===== config.mk =====
export PLATFORM = sky130hd
export DESIGN_NAME = websocket_frame_deframer_unit
export DESIGN_NICKNAME = d
export VERILOG_FILES = /design/src/hw/rtl/wsfd_pkg.sv /design/src/hw/rtl/websocket_frame_deframer_unit.sv /design/src/hw/rtl/wsfd_core.sv
export SDC_FILE = /design/constraint.sdc
export NUM_CORES = 1
export LEC_CHECK = 0
export BUFFER_PORTS_ARGS = -buffer_cell sky130_fd_sc_hd__buf_2
export CAP_MARGIN = 40
export CORE_MARGIN = 2
export CORE_UTILIZATION = 53
export DETAILED_ROUTE_END_ITERATION = 12
export PLACE_DENSITY = 0.77
export SLEW_MARGIN = 20
export SYNTH_ARGS = -nofsm -noshare
export SYNTH_HDL_FRONTEND = slang
export SYNTH_SLANG_ARGS = --single-unit

===== constraint.sdc =====
create_clock -name clock -period 4.75 [get_ports clock]
set_input_delay 0 -clock clock [delete_from_list [all_inputs] [get_ports clock]]
set_output_delay 0 -clock clock [all_outputs]
set_load 0.01 [all_outputs]

===== src/hw/rtl/wsfd_pkg.sv =====
// ----------------------------------------------------------------------------
// WebSocket frame deframer package
// Word types of the request and response channels and the frame status codes.
// ----------------------------------------------------------------------------
package wsfd_pkg;

   // Frame status codes reported on the final word of a frame.
   localparam logic [1:0] STATUS_OK          = 2'd0;
   localparam logic [1:0] STATUS_MISMATCH    = 2'd1;
   localparam logic [1:0] STATUS_UNSUPPORTED = 2'd2;
   localparam logic [1:0] STATUS_TRUNCATED   = 2'd3;

   typedef struct packed {
      logic [7:0] frame_byte;
      logic       frame_end;
   } req_word_type;

   typedef struct packed {
      logic [7:0] payload_byte;
      logic       payload_present;
      logic [3:0] frame_opcode;
      logic       last_of_frame;
      logic [1:0] frame_status;
   } rsp_word_type;

endpackage


===== src/hw/rtl/websocket_frame_deframer_unit.sv =====
// ----------------------------------------------------------------------------
// WebSocket frame deframer
// Strips the header of masked WebSocket frames and unmasks the payload bytes.
// ----------------------------------------------------------------------------
// The block takes one raw frame byte per word and sustains one word per clock
// with no gaps while the response side keeps up. While a finished result waits
// on a stalled response channel, the input register can still take one more
// word before the request side is stalled. An accepted word waits in the input
// register while a stalled response channel holds a full output register;
// then its result is loaded into the output register, which drives the
// response port. The rate is set by the single header-state update, which
// reads and writes the parser state once per word. Header bytes other than a
// frame's last byte give no response word; every payload byte gives one, and
// the last byte of a frame always gives one that carries the frame status.
module websocket_frame_deframer_unit (
   input  logic                  clock,
   input  logic                  reset,
   input  logic                  req_valid,
   output logic                  req_stall,
   input  wsfd_pkg::req_word_type req_word,
   output logic                  rsp_valid,
   input  logic                  rsp_stall,
   output wsfd_pkg::rsp_word_type rsp_word
);
   import wsfd_pkg::*;

   // Input register: holds one accepted word until the core consumes it.
   logic         in_valid_ff, in_valid_in;
   req_word_type in_word_ff, in_word_in;

   // Output register: holds one result until the response side takes it.
   logic         out_valid_ff, out_valid_in;
   rsp_word_type out_word_ff, out_word_in;

   logic         advance;
   logic         has_result;
   rsp_word_type result;

   // The held word moves on whenever the output register is empty or is
   // being emptied in this same cycle.
   assign advance   = in_valid_ff && (!out_valid_ff || !rsp_stall);
   assign req_stall = in_valid_ff && !advance;

   wsfd_core u_core (
      .clock      (clock),
      .reset      (reset),
      .step       (advance),
      .in_word    (in_word_ff),
      .has_result (has_result),
      .result     (result)
   );

   always_comb begin
      in_valid_in = in_valid_ff;
      in_word_in  = in_word_ff;
      if (req_valid && !req_stall) begin
         in_valid_in = 1'b1;
         in_word_in  = req_word;
      end else if (advance) begin
         in_valid_in = 1'b0;
      end
   end

   always_comb begin
      out_valid_in = out_valid_ff;
      out_word_in  = out_word_ff;
      if (advance && has_result) begin
         out_valid_in = 1'b1;
         out_word_in  = result;
      end else if (!rsp_stall) begin
         out_valid_in = 1'b0;
      end
   end

   always_ff @(posedge clock) begin
      if (reset) begin
         in_valid_ff  <= 1'b0;
         out_valid_ff <= 1'b0;
      end else begin
         in_valid_ff  <= in_valid_in;
         out_valid_ff <= out_valid_in;
      end
      in_word_ff  <= in_word_in;
      out_word_ff <= out_word_in;
   end

   assign rsp_valid = out_valid_ff;
   assign rsp_word  = out_word_ff;

   // A word without payload data carries a zero data byte.
   a_empty_data_zero: assert property (@(posedge clock) disable iff (reset)
      rsp_valid && !rsp_word.payload_present |-> rsp_word.payload_byte == 8'h00)
      else $error("payload byte nonzero on a word without payload");

   // Status is only reported on the final word of a frame.
   a_status_on_last: assert property (@(posedge clock) disable iff (reset)
      rsp_valid && !rsp_word.last_of_frame |-> rsp_word.frame_status == STATUS_OK)
      else $error("frame status reported before the end of the frame");

   // Header bytes produce nothing unless they end the frame.
   a_word_has_reason: assert property (@(posedge clock) disable iff (reset)
      rsp_valid |-> rsp_word.payload_present || rsp_word.last_of_frame)
      else $error("response word with neither payload nor frame end");

   // The request side is held off only by backpressure from the response side.
   a_stall_from_rsp: assert property (@(posedge clock) disable iff (reset)
      req_stall |-> rsp_valid && rsp_stall)
      else $error("request stalled without response backpressure");

endmodule


===== src/hw/rtl/wsfd_core.sv =====
// ----------------------------------------------------------------------------
// WebSocket frame deframer core
// Header parser state, mask key and payload counter; builds one result word.
// ----------------------------------------------------------------------------
module wsfd_core (
   input  logic                  clock,
   input  logic                  reset,
   input  logic                  step,
   input  wsfd_pkg::req_word_type in_word,
   output logic                  has_result,
   output wsfd_pkg::rsp_word_type result
);
   import wsfd_pkg::*;

   localparam logic [3:0] ST_BYTE0   = 4'd0;
   localparam logic [3:0] ST_BYTE1   = 4'd1;
   localparam logic [3:0] ST_EXTHI   = 4'd2;
   localparam logic [3:0] ST_EXTLO   = 4'd3;
   localparam logic [3:0] ST_MASK0   = 4'd4;
   localparam logic [3:0] ST_MASK1   = 4'd5;
   localparam logic [3:0] ST_MASK2   = 4'd6;
   localparam logic [3:0] ST_MASK3   = 4'd7;
   localparam logic [3:0] ST_PAYLOAD = 4'd8;
   localparam logic [3:0] ST_DISCARD = 4'd9;

   localparam logic [6:0] LEN_EXT16 = 7'd126;
   localparam logic [6:0] LEN_EXT64 = 7'd127;

   logic [3:0]  stage_ff, stage_in;
   logic [3:0]  opcode_ff, opcode_in;
   logic [15:0] decl_ff, decl_in;
   logic [7:0]  mask_ff [4];
   logic [7:0]  mask_in [4];
   logic [16:0] count_ff, count_in;
   logic        unsup_ff, unsup_in;

   logic [7:0]  data;
   logic        present;
   logic [1:0]  status;

   always_comb begin
      stage_in  = stage_ff;
      opcode_in = opcode_ff;
      decl_in   = decl_ff;
      mask_in   = mask_ff;
      count_in  = count_ff;
      unsup_in  = unsup_ff;
      data      = 8'h00;
      present   = 1'b0;
      status    = STATUS_OK;

      case (stage_ff)
         ST_BYTE1: begin
            if (in_word.frame_byte[6:0] == LEN_EXT16) begin
               stage_in = ST_EXTHI;
            end else if (in_word.frame_byte[6:0] == LEN_EXT64) begin
               unsup_in = 1'b1;
               stage_in = ST_DISCARD;
            end else begin
               decl_in  = {9'd0, in_word.frame_byte[6:0]};
               stage_in = ST_MASK0;
            end
         end
         ST_EXTHI: begin
            decl_in  = {in_word.frame_byte, 8'h00};
            stage_in = ST_EXTLO;
         end
         ST_EXTLO: begin
            decl_in  = {decl_ff[15:8], in_word.frame_byte};
            stage_in = ST_MASK0;
         end
         ST_MASK0, ST_MASK1, ST_MASK2, ST_MASK3: begin
            mask_in[stage_ff[1:0]] = in_word.frame_byte;
            stage_in = stage_ff + 4'd1;
         end
         ST_PAYLOAD: begin
            data    = in_word.frame_byte ^ mask_ff[count_ff[1:0]];
            present = 1'b1;
            // The counter sticks at its top value, which keeps the key index at 3.
            if (count_ff != {17{1'b1}}) begin
               count_in = count_ff + 17'd1;
            end
         end
         ST_DISCARD: begin
         end
         default: begin
            opcode_in = in_word.frame_byte[3:0];
            stage_in  = ST_BYTE1;
         end
      endcase

      if (in_word.frame_end) begin
         if (unsup_in) begin
            status = STATUS_UNSUPPORTED;
         end else if (stage_in < ST_PAYLOAD) begin
            status = STATUS_TRUNCATED;
         end else if (count_in != {1'b0, decl_in}) begin
            status = STATUS_MISMATCH;
         end
         stage_in = ST_BYTE0;
         count_in = 17'd0;
         unsup_in = 1'b0;
      end
   end

   assign has_result             = present | in_word.frame_end;
   assign result.payload_byte    = data;
   assign result.payload_present = present;
   assign result.frame_opcode    = opcode_in;
   assign result.last_of_frame   = in_word.frame_end;
   assign result.frame_status    = status;

   always_ff @(posedge clock) begin
      if (reset) begin
         stage_ff  <= ST_BYTE0;
         opcode_ff <= 4'd0;
         decl_ff   <= 16'd0;
         count_ff  <= 17'd0;
         unsup_ff  <= 1'b0;
         for (int i = 0; i < 4; i++) begin
            mask_ff[i] <= 8'h00;
         end
      end else if (step) begin
         stage_ff  <= stage_in;
         opcode_ff <= opcode_in;
         decl_ff   <= decl_in;
         count_ff  <= count_in;
         unsup_ff  <= unsup_in;
         mask_ff   <= mask_in;
      end
   end

endmodule

* After elaboration in Yosys (flattened, before gate mapping)
Cells that the tools add are included. W data, S select, Z words.
Storage, ports and cells: input bits 13, output and inout port bits 18, logic and storage cells 89, register bits after elaboration 101
Cells by class: $lt $le $gt $ge 4, add/subtract/negate cells 2, reduce and logical (&&, ||, !) cells 16, mux-type cells 29, equal/unequal tests 14, bitwise operators 5
Operators with widths (count):
- $mux W17 | 3
- $pmux W16 S3 | 1
- $bwmux W32 | 1
- $mux W16 | 2
- $mux W8 | 3
- $pmux W4 S5 | 1
- $add A17 B1 Y17 const B | 1
- $ne A17 B16 Y1 | 1
- $ne A17 B17 Y1 const B | 1
- $bmux W8 S2 | 1
- $demux W8 S2 | 1
- $eq A4 B3 Y1 const B | 4
- $mux W4 | 4
- $eq A7 B7 Y1 const B | 2
- $mux W1 | 10
- $reduce_or A9 Y1 | 1
- $eq A4 B2 Y1 const B | 2
- $eq A4 B4 Y1 const B | 2
- $xor A8 B8 Y8 | 1
- $ge A3 B3 Y1 const B | 2
- $not A2 Y3 | 2
- $logic_and A1 B1 Y1 | 5
- $add A4 B1 Y4 const B | 1
- $eq A4 B1 Y1 const B | 1
- other kinds (12) | 17

* Longest topological paths before layout
Gate-level depths: netlist (run 1).
depth after elaboration 8, mapped depth 11, gate-level depth less buffers 10

* Hierarchy
Synthesis (run 1) repeated with hierarchy kept, for this count alone.
Unflattened totals: cell total of the unflattened synthesis 578, area, all modules 5121.2 µm²
By module, submodules not included:
- wsfd_core | cells each 541, times used 1, area an instance 4276.6 µm²
- websocket_frame_deframer_unit | cells each 37, times used 1, area an instance 844.6 µm²

* Worst setup path after synthesis (run 1)
No wires, ideal clock.
kind register to register, start point register u_core.stage_ff[1], end point register out_word_ff (netlist bit rsp_word[0]) (data pin), cell stages (with the launch flop) 12, arrival 2.392 ns, path slack 2.089 ns, data required time 4.481 ns, setup time 0.269 ns, period minus slack after synthesis 2.661 ns, cell sequence dfxtp_1 > inv_1 > ha_1 > buf_2 > or3_4 > nand2_1 > o21bai_1 > a21boi_1 > xor2_1 > or3_1 > a2111oi_2 > a31oi_1
Between the ends: cells in the longest elaborated chain, start to end 5, elaborated cells between the ends (all ways) 21
RTL lines:
- from (decl) | RTL line wsfd_core.sv:29 | logic [3:0] stage_ff, stage_in;
- from (signal assigned) | RTL line wsfd_core.sv:124 | stage_ff <= stage_in;
- branches (longest 5 deep; another with $add A4 B1 Y4)
- to (signal assigned) | RTL line websocket_frame_deframer_unit.sv:84 | out_word_ff <= out_word_in;
- to (decl) | RTL line websocket_frame_deframer_unit.sv:33 | rsp_word_type out_word_ff, out_word_in;
Parallel ways; which one is timed is not known. A chain may end at the register's enable or synchronous reset.

* Worst setup path in the final report (run 1)
start point register u_core.stage_ff[0], end point register out_word_ff (netlist bit rsp_word[0]) (data pin)
The elaborated chain is that of the path after synthesis.

==> results of run 1 <==
[cell type report]
| cell class | instances | area, um2 | area share, % |
|---|---|---|---|
| clock inverters | 6 | 46.3 | 0.830 |
| well taps | 129 | 161 | 2.89 |
| clock buffers | 10 | 128 | 2.29 |
| inverters | 7 | 26.3 | 0.471 |
| flip-flops and latches | 101 | 2270 | 40.7 |
| repair buffers | 47 | 317 | 5.67 |
| multi-input cells | 429 | 2630 | 47.1 |
[cell families (layout without fill, tap and decap cells)]
family | after synthesis | after routing
xor+xnor | 33 | 33
compound gates | 140 | 140
mux | 12 | 12
simple gates | 239 | 239
buf+inv | 49 | 70
flops | 101 | 101
fa+ha+maj | 5 | 5
[cells in the final DEF (no fill, tap or decap), types with 3 or more instances in the layout]
master and count:
a22oi_1 22, a22o_1 3, a32oi_1 3, a21oi_1 60, dfxtp_1 76, clkbuf_8 9
mux2_2 4, o21ai_0 24, mux4_2 8, xor2_1 8, dlygate4sd3_1 11, buf_2 30
edfxtp_1 25, nor2_2 3, buf_4 4, or2_2 3, a211oi_1 4, nand2_1 73
inv_1 7, a31oi_1 3, nor3b_1 3, or3_1 7, nor2_1 66, xnor2_1 24
nand3_1 42, nor3_1 13, ha_1 5, nand4_1 6
[layer usage]
layer,global-route usage (%),wire length (um),vias to the layer above
met2,40.9,5890,204
met1,36.2,5530,2062
li1,-,-,2092
met4,7.38,176,0
met5,1.92,0,-
met3,3.49,948,15
[worst reg2reg max path: stages, from the launching register on]
cell and delay [ps]:
dfxtp_1 370, inv_1 100, ha_1 480, nand3b_1 600, or2_2 550, nor3b_2 280
xnor3_1 360, nor3_1 170, nand4_1 120, nor4_1 180, a31oi_1 100
[state kept, by name, indices dropped and copies added, names as in the netlist]
name and flops:
u_core.mask_ff 32, u_core.count_ff 17, rsp_word 16, u_core.decl_ff 16, in_word_ff 9, u_core.opcode_ff 4, u_core.stage_ff 4, in_valid_ff 1
rsp_valid 1, u_core.unsup_ff 1
[what timing repair did]
item / in CTS / in global routing
resized for setup: 0 / 0
endpoints found under the setup margin: 0 / 0
hold buffers: 11 / 0
endpoints found under the hold margin: 11 / 0
[power groups by stage]
stage	clock network (mW)	logic [mW]	registers, mW
floorplan	0	0.0749	0.922
global route	0.552	0.110	0.920
detailed placement	0	0.0904	0.937
finish	0.511	0.100	0.918
global placement	0	0.0885	0.936
CTS	0.517	0.0975	0.918
[worst min-delay path by stage]
| stage | depth (start not counted) | slack [ps] | end |
|---|---|---|---|
| after floorplan | 0 | 100 | in_word_ff[0]$_DFFE_PP_ |
| after global placement | 1 | 180 | in_word_ff[4]$_DFFE_PP_ |
| after detailed placement | 1 | 180 | in_word_ff[6]$_DFFE_PP_ |
| after CTS | 3 | 280 | u_core.count_ff[8]$_SDFFE_PP0P_ |
| after global routing | 3 | 320 | u_core.mask_ff[9]$_SDFFE_PP0P_ |
| final | 3 | 300 | u_core.decl_ff[2]$_SDFFE_PP0P_ |
==> key figures, run 1 <==
Setup path
  • CP Class: reg -> reg
  • Crit path launch type: flip-flop
  • Stages on worst setup path: 10
  • Worst path max stage delay: around 600 ps
  • CP Launch Point: u_core.stage_ff[0]$_SDFFE_PP0P_
  • CP Cell Sequence: inv_1 -> ha_1 -> nand3b_1 -> or2_2 -> nor3b_2 -> xnor3_1 -> nor3_1 -> nand4_1 -> nor4_1 -> a31oi_1
  • R2R Setup Slk: 1210 ps
  • CP delay by family, top: simple AND/OR/NAND/NOR gates
  • Worst r2r dst: rsp_word[0]$_SDFFCE_PP0P_
  • Worst r2r path cells: 10
  • Crit Reg-Reg Startpoint: u_core.stage_ff[0]$_SDFFE_PP0P_
  • CP max-delay cell: nand3b_1
  • Maximum fanout along the worst path: 15
  • Critical Path AT: between 3000 and 4000 ps
  • WP buf/inv: 1
  • Worst path required time: between 4000 and 5000 ps
  • Worst Setup EP: rsp_word[0]$_SDFFCE_PP0P_
  • Crit end category: flip-flop

Yosys
  • Synth Area in Compound Gates: 17.2%
  • Xor/xnor cell area share of the yosys netlist: 5.93%
  • Library cells used by synthesis: 63
  • Post-Syn Instances: 579
  • Mapped Nets: 597
  • Post-Synthesis Cell Area: 5100 um2
  • Top cell type's share of synthesized area: 29.8%
  • Main combinational cell family by area after synthesis: simple AND/OR/NAND/NOR gates
  • Synth Area per Inst: 8.82 um2
  • Post-synth top cells: dfxtp_1, nand2_1, nor2_1
  • Simple-gate share of the synthesized area: 22.7%
  • Area contributors post-synth: dfxtp_1, edfxtp_1, a21oi_1
  • Post-synth top area cell: dfxtp_1
  • Flops & latches, synth: 101
  • Post-synth EDFFs: 25
  • FFs w/ async S/R, synth: 0%
  • Top-count cell post-synth: dfxtp_1
  • Multiplexer share of the synthesized area: 4.41%
  • Main synth FF type: dfxtp_1
  • Post-Synth Adder-Cell Area: 1.23%
  • Ys Warns: 0
  • Register area share after synthesis: 44.5%

Floorplanning
  • Initial core utilization: a little over half
  • Core box area: 9280 um2
  • Die Ht: 102 um
  • Die area: 10400 um2
  • # rows: 35
  • Die width: 102 um
  • Ports: 31

Cells and area
  • Ratio of cells with drive above 1 in the final layout: 14.0%
  • Finished Layout Cells: around 730
  • Cell area after layout: 5580 um2
  • Final core utilization: between 60% and 70%
  • Inserted Diodes: 0
  • Area growth, synth to finish: 9.31%
  • # fillers: 824
  • Post-layout nets: 613

Pwr
  • VDD IR-drop max: 0.181 mV
  • Clock power frac: 33.4%
  • Tot Pwr: 1.53 mW
  • Logic pwr share: 6.6%
  • Part of the power in registers: 60.0%
  • Int Pwr: 1.13 mW
  • Leak pwr: 1.83 nW
  • Switching part of the total: 26.0%
  • Psw: ~0.40 mW
  • Pwr dens: between 200 and 300 nW/um2

Clock tree
  • Max Root-Sink Buffers: 2
  • Skew-Pair Late Insertion Delay: 380 ps
  • Htree depth: 3
  • CTS tree: yes
  • Num CTS Buffers: 9
  • Root buf cell: clkbuf_8
  • Setup bufs post-CTS: 0
  • TritonCTS Sinks: 101
  • Reg clk slew, reported paths: 90 ps

Route
  • Via count: approximately 4400
  • Drt first pass iters: 5
  • Vias per cell: 6.00
  • DR WL/cell: about 17 um
  • Post-Route WL: ~13000 um
  • Drt drc: 0
  • Detailed Route Iter0 Violations: 438
  • Antenna-violating nets left: 0

STA
  • Hold Vio Cnt, Final: 0
  • Unrepaired setup endpoints after global routing: false
  • Clk_skew: around 17 ps
  • Tmin final: 3540 ps
  • Final setup TNS: 0 ps
  • Final critical-path setup slack: 1210 ps
  • Slew @ Worst Pin: 805 ps
  • Slew HR: a little under half
  • Post-route clock period utilization: 74.5%
  • Final Max Tran Viols: 0
  • Min Hold Slack: 303 ps
  • # setup viols final: 0
  • FMAX: 283 MHz

Flow run
  • Max Cap Violations: 0

Placed design
  • Placement Setup Slack: 1340 ps
  • PortBufs: 30
  • HPWL after DPL: 8250 um
  • GP Congestion: 0.892
  • Placed insts: 700
  • Cell Area, Placed: between 5000 and 6000 um2

Worst hold path
  • Hold Crit Start: reset
  • Hold crit path type: in -> reg

Global route
  • Largest net degree at the start of global routing: a little under 80
  • Vias in the first global route: 4136
  • Initial antenna violation count: 0
  • GRT overflow: 0
  • First-pass GRT wire length: 20600 um
  • All-Layer GR Usage: around a quarter

Run status
  • Status: completed
No activity file was read; power rests on OpenSTA's default activity.
==> run 2, diff against run 1 <==
--- a/config.mk
+++ b/config.mk
@@ -5,12 +5,13 @@
 export SDC_FILE = /design/constraint.sdc
 export NUM_CORES = 1
 export LEC_CHECK = 0
+export ABC_AREA = 1
 export BUFFER_PORTS_ARGS = -buffer_cell sky130_fd_sc_hd__buf_2
 export CAP_MARGIN = 40
 export CORE_MARGIN = 2
 export CORE_UTILIZATION = 53
 export DETAILED_ROUTE_END_ITERATION = 12
-export PLACE_DENSITY = 0.77
+export PLACE_DENSITY = 0.8
 export SLEW_MARGIN = 20
 export SYNTH_ARGS = -nofsm -noshare
 export SYNTH_HDL_FRONTEND = slang
==> constraint.sdc (replaced) <==
create_clock -name clock -period 3.2 [get_ports clock]
set_input_delay 0 -clock clock [delete_from_list [all_inputs] [get_ports clock]]
set_output_delay 0 -clock clock [all_outputs]
set_load 0.01 [all_outputs]
==> run 2 against run 1 <==
Effect of this change:
- sequential power grew 49%
- setup slack got worse by 610 ps
- combinational power is 110% higher
- design area rose by 8.9%
==> key figures, run 2 <==
Route
  • Drt drc: 0
  • DR WL/cell: 15.3 um
  • Drt first pass iters: 7
  • Detailed Route Iter0 Violations: 423
  • Vias per cell: 5.55
  • Via count: approximately 5200
  • Antenna-violating nets left: 0
  • Post-Route WL: 14500 um

Clock tree
  • Reg clk slew, reported paths: 110 ps
  • Setup bufs post-CTS: 0
  • Htree depth: 3
  • Max Root-Sink Buffers: 2
  • Root buf cell: clkbuf_8
  • Num CTS Buffers: 9
  • Skew-Pair Late Insertion Delay: 390 ps
  • TritonCTS Sinks: 101
  • CTS tree: yes

Cells and area
  • Cell area after layout: 6080 um2
  • Top reg by flops: u_core.mask_ff
  • Area growth, synth to finish: 10.4%
  • # fillers: 943
  • Inserted Diodes: 0
  • Commonest non-fill, non-tap cell in the layout: nand2_1
  • Post-layout nets: roughly 800
  • Ratio of cells with drive above 1 in the final layout: between 10% and 20%
  • Largest regs: u_core.mask_ff: 32 flops, u_core.count_ff: 17 flops
  • FF/Latch Area: between 2000 and 2500 um2
  • Area of the multi-input gates: between 2000 and 3000 um2
  • Max reg flops: 32
  • Most frequent cells in the layout: nand2_1, inv_1, nor2_1, o21ai_0, dfxtp_1

STA
  • Tmin final: 2600 ps
  • Final setup TNS: 0 ps
  • Post-route clock period utilization: 81.2%
  • # setup viols final: 0
  • Clk_skew: about 15 ps
  • Final Max Tran Viols: 0
  • Slew HR: 57.2%
  • Hold Vio Cnt, Final: 0
  • Slew @ Worst Pin: about 640 ps
  • FMAX: 385 MHz
  • Unrepaired setup endpoints after global routing: false

Setup path
  • WP buf/inv: 1
  • CP Cell Sequence: ha_1 -> nor2_1 -> nand2_1 -> nand2_1 -> inv_2 -> nand4_4 -> a21oi_1 -> nand2_1 -> nand2_1 -> nand2_1 -> nor2_1 -> nand2_1 -> nor2_1 -> nor2_1
  • Crit end category: flip-flop
  • CP dominant cell by count: nand2_1
  • CP max-delay cell: dfxtp_1
  • Maximum fanout along the worst path: 11
  • CP Class: reg -> reg
  • Crit Reg-Reg Startpoint: u_core.stage_ff[0]$_SDFFE_PP0P_
  • Worst path max stage delay: 450 ps
  • Worst r2r path cells: 14
  • R2R Setup Slk: 600 ps
  • CP delay by family, top: simple AND/OR/NAND/NOR gates
  • Crit path launch type: flip-flop
  • Worst r2r dst: rsp_word[0]$_SDFFCE_PP0P_
  • Critical Path AT: 2740 ps
  • Worst path required time: 3340 ps

Pwr
  • Tot Pwr: between 2 and 2.5 mW
  • VDD IR-drop max: between 0.2 and 0.3 mV
  • Leak pwr: 2.65 nW
  • Pwr dens: around 400 nW/um2

Worst hold path
  • Hold crit path type: in -> reg
  • Hold Crit Start: reset
  • WHS Path Cells: 3
  • Hold endpoint: u_core.count_ff[3]$_SDFFE_PP0P_

Floorplanning
  • Ports: 31
  • # rows: 37
  • Initial core utilization: between 50 and 60%
  • Die width: between 100 and 150 um
  • Core box area: ~10000 um2
  • Die Ht: 106 um
  • Die area: 11200 um2

Yosys
  • Post-synth top cells: nand2_1, inv_1, nor2_1
  • Flops & latches, synth: slightly above 100
  • Area contributors post-synth: dfxtp_1, edfxtp_1, nand2_1
  • Post-synth EDFFs: 25
  • Library cells used by synthesis: 39
  • Post-Synthesis Cell Area: 5500 um2
  • Post-Syn Instances: slightly below 800
  • Post-synth top area cell: dfxtp_1
  • FFs w/ async S/R, synth: 0%
  • Top cell type's share of synthesized area: approximately 28%
  • Main synth FF type: dfxtp_1
  • Top-count cell post-synth: nand2_1
  • Ys Warns: 0
  • Mapped Nets: 789
  • Synth Area per Inst: 7.14 um2
  • Register area share after synthesis: between 40% and 50%

Run status
  • Status: completed

Global route
  • First-pass GRT wire length: 23800 um
  • Largest net degree at the start of global routing: 37
  • All-Layer GR Usage: between 20 and 30%
  • Vias in the first global route: 4848
  • GRT overflow: 0
  • Initial antenna violation count: 0

Flow run
  • Max Cap Violations: 0

Placed design
  • Cell Area, Placed: 5760 um2
  • PortBufs: 30
  • HPWL after DPL: 10100 um
  • GP Congestion: 0.998
run 2: changes by cell type after synthesis, sizes merged, moves of 10 or more:
cell and delta:
a21oi +10, inv +89, xnor2 -23, nor2 +25, nand3 +26, nand2 +108
a22oi -23, clkbuf -10, nor3 -14, o21ai +56
run 2: repair_timing:
| item | in CTS | in global routing |
|---|---|---|
| hold endpoints to repair | 11 | 0 |
| resized for setup | 0 | 0 |
| hold buffers | 12 | 0 |
| endpoints found under the setup margin | 0 | 0 |
run 2: how the worst max path moves through the flow:
stage                                         start                         to  slack, ps  cells after the start
detailed placement  u_core.stage_ff[0]$_SDFFE_PP0P_  rsp_word[0]$_SDFFCE_PP0P_        690                     15
global placement    u_core.stage_ff[0]$_SDFFE_PP0P_  rsp_word[0]$_SDFFCE_PP0P_        740                     15
CTS                 u_core.stage_ff[0]$_SDFFE_PP0P_  rsp_word[0]$_SDFFCE_PP0P_        650                     15
floorplan           u_core.stage_ff[0]$_SDFFE_PP0P_  rsp_word[0]$_SDFFCE_PP0P_        980                      6
global route        u_core.stage_ff[0]$_SDFFE_PP0P_  rsp_word[0]$_SDFFCE_PP0P_        330                     14
finish              u_core.stage_ff[0]$_SDFFE_PP0P_  rsp_word[0]$_SDFFCE_PP0P_        600                     14
run 2: logic make-up after synthesis:
| family | count (synthesis) | share of synthesized area (%) |
|---|---|---|
| compound gates | 180 | 17.8 |
| xor+xnor | 6 | 0.955 |
| fa+ha+maj | 5 | 1.14 |
| buf+inv | 126 | 9.53 |
| flops | 101 | 41.3 |
| simple gates | 353 | 29.3 |
run 2: stage by stage:
| step | hold slack [ps] | instances | worst slack (ps) | utilization [%] |
|---|---|---|---|---|
| final | 159 | 945 | 600 | 59.7 |
| after global routing | 156 | 945 | 325 | 59.7 |
| after CTS | 130 | 945 | 648 | 59.7 |
| after detailed placement | 178 | 917 | 690 | 56.5 |
| after global placement | 177 | 916 | 742 | 56.3 |
| after floorplan | 98.9 | 771 | 978 | - |
run 2: per-layer routing:
layer,part of all wire [%],wire length (um),GRT usage (%)
met4,1.9,272,8.36
met2,46,6700,43.5
met3,7.9,1140,5.57
met5,0,0,0
met1,44,6380,36.0
run 2: worst min-delay path, delay by kind of cell:
kind | cells | cell delay [ps]
AO/OA/AOI/OAI | 1 | 150
buffers and inverters | 2 | 350
run 2: cell type report:
class / count / share of cell area (%)
clock inverter: 5 / 0.783
sequential: 101 / 37.4
clock buffer: 11 / 2.49
timing repair buffer: 51 / 5.89
multi-input combinational: 544 / 44.6
tap: 136 / 2.80
inverter: 97 / 6.01
run 2: report_power, final:
part / switching (mW) / total (mW) / internal, mW
Sequential: 0.0268 / 1.37 / 1.34
Clock: 0.501 / 0.843 / 0.343
Combinational: 0.140 / 0.212 / 0.0721
Total: 0.668 / 2.42 / 1.75
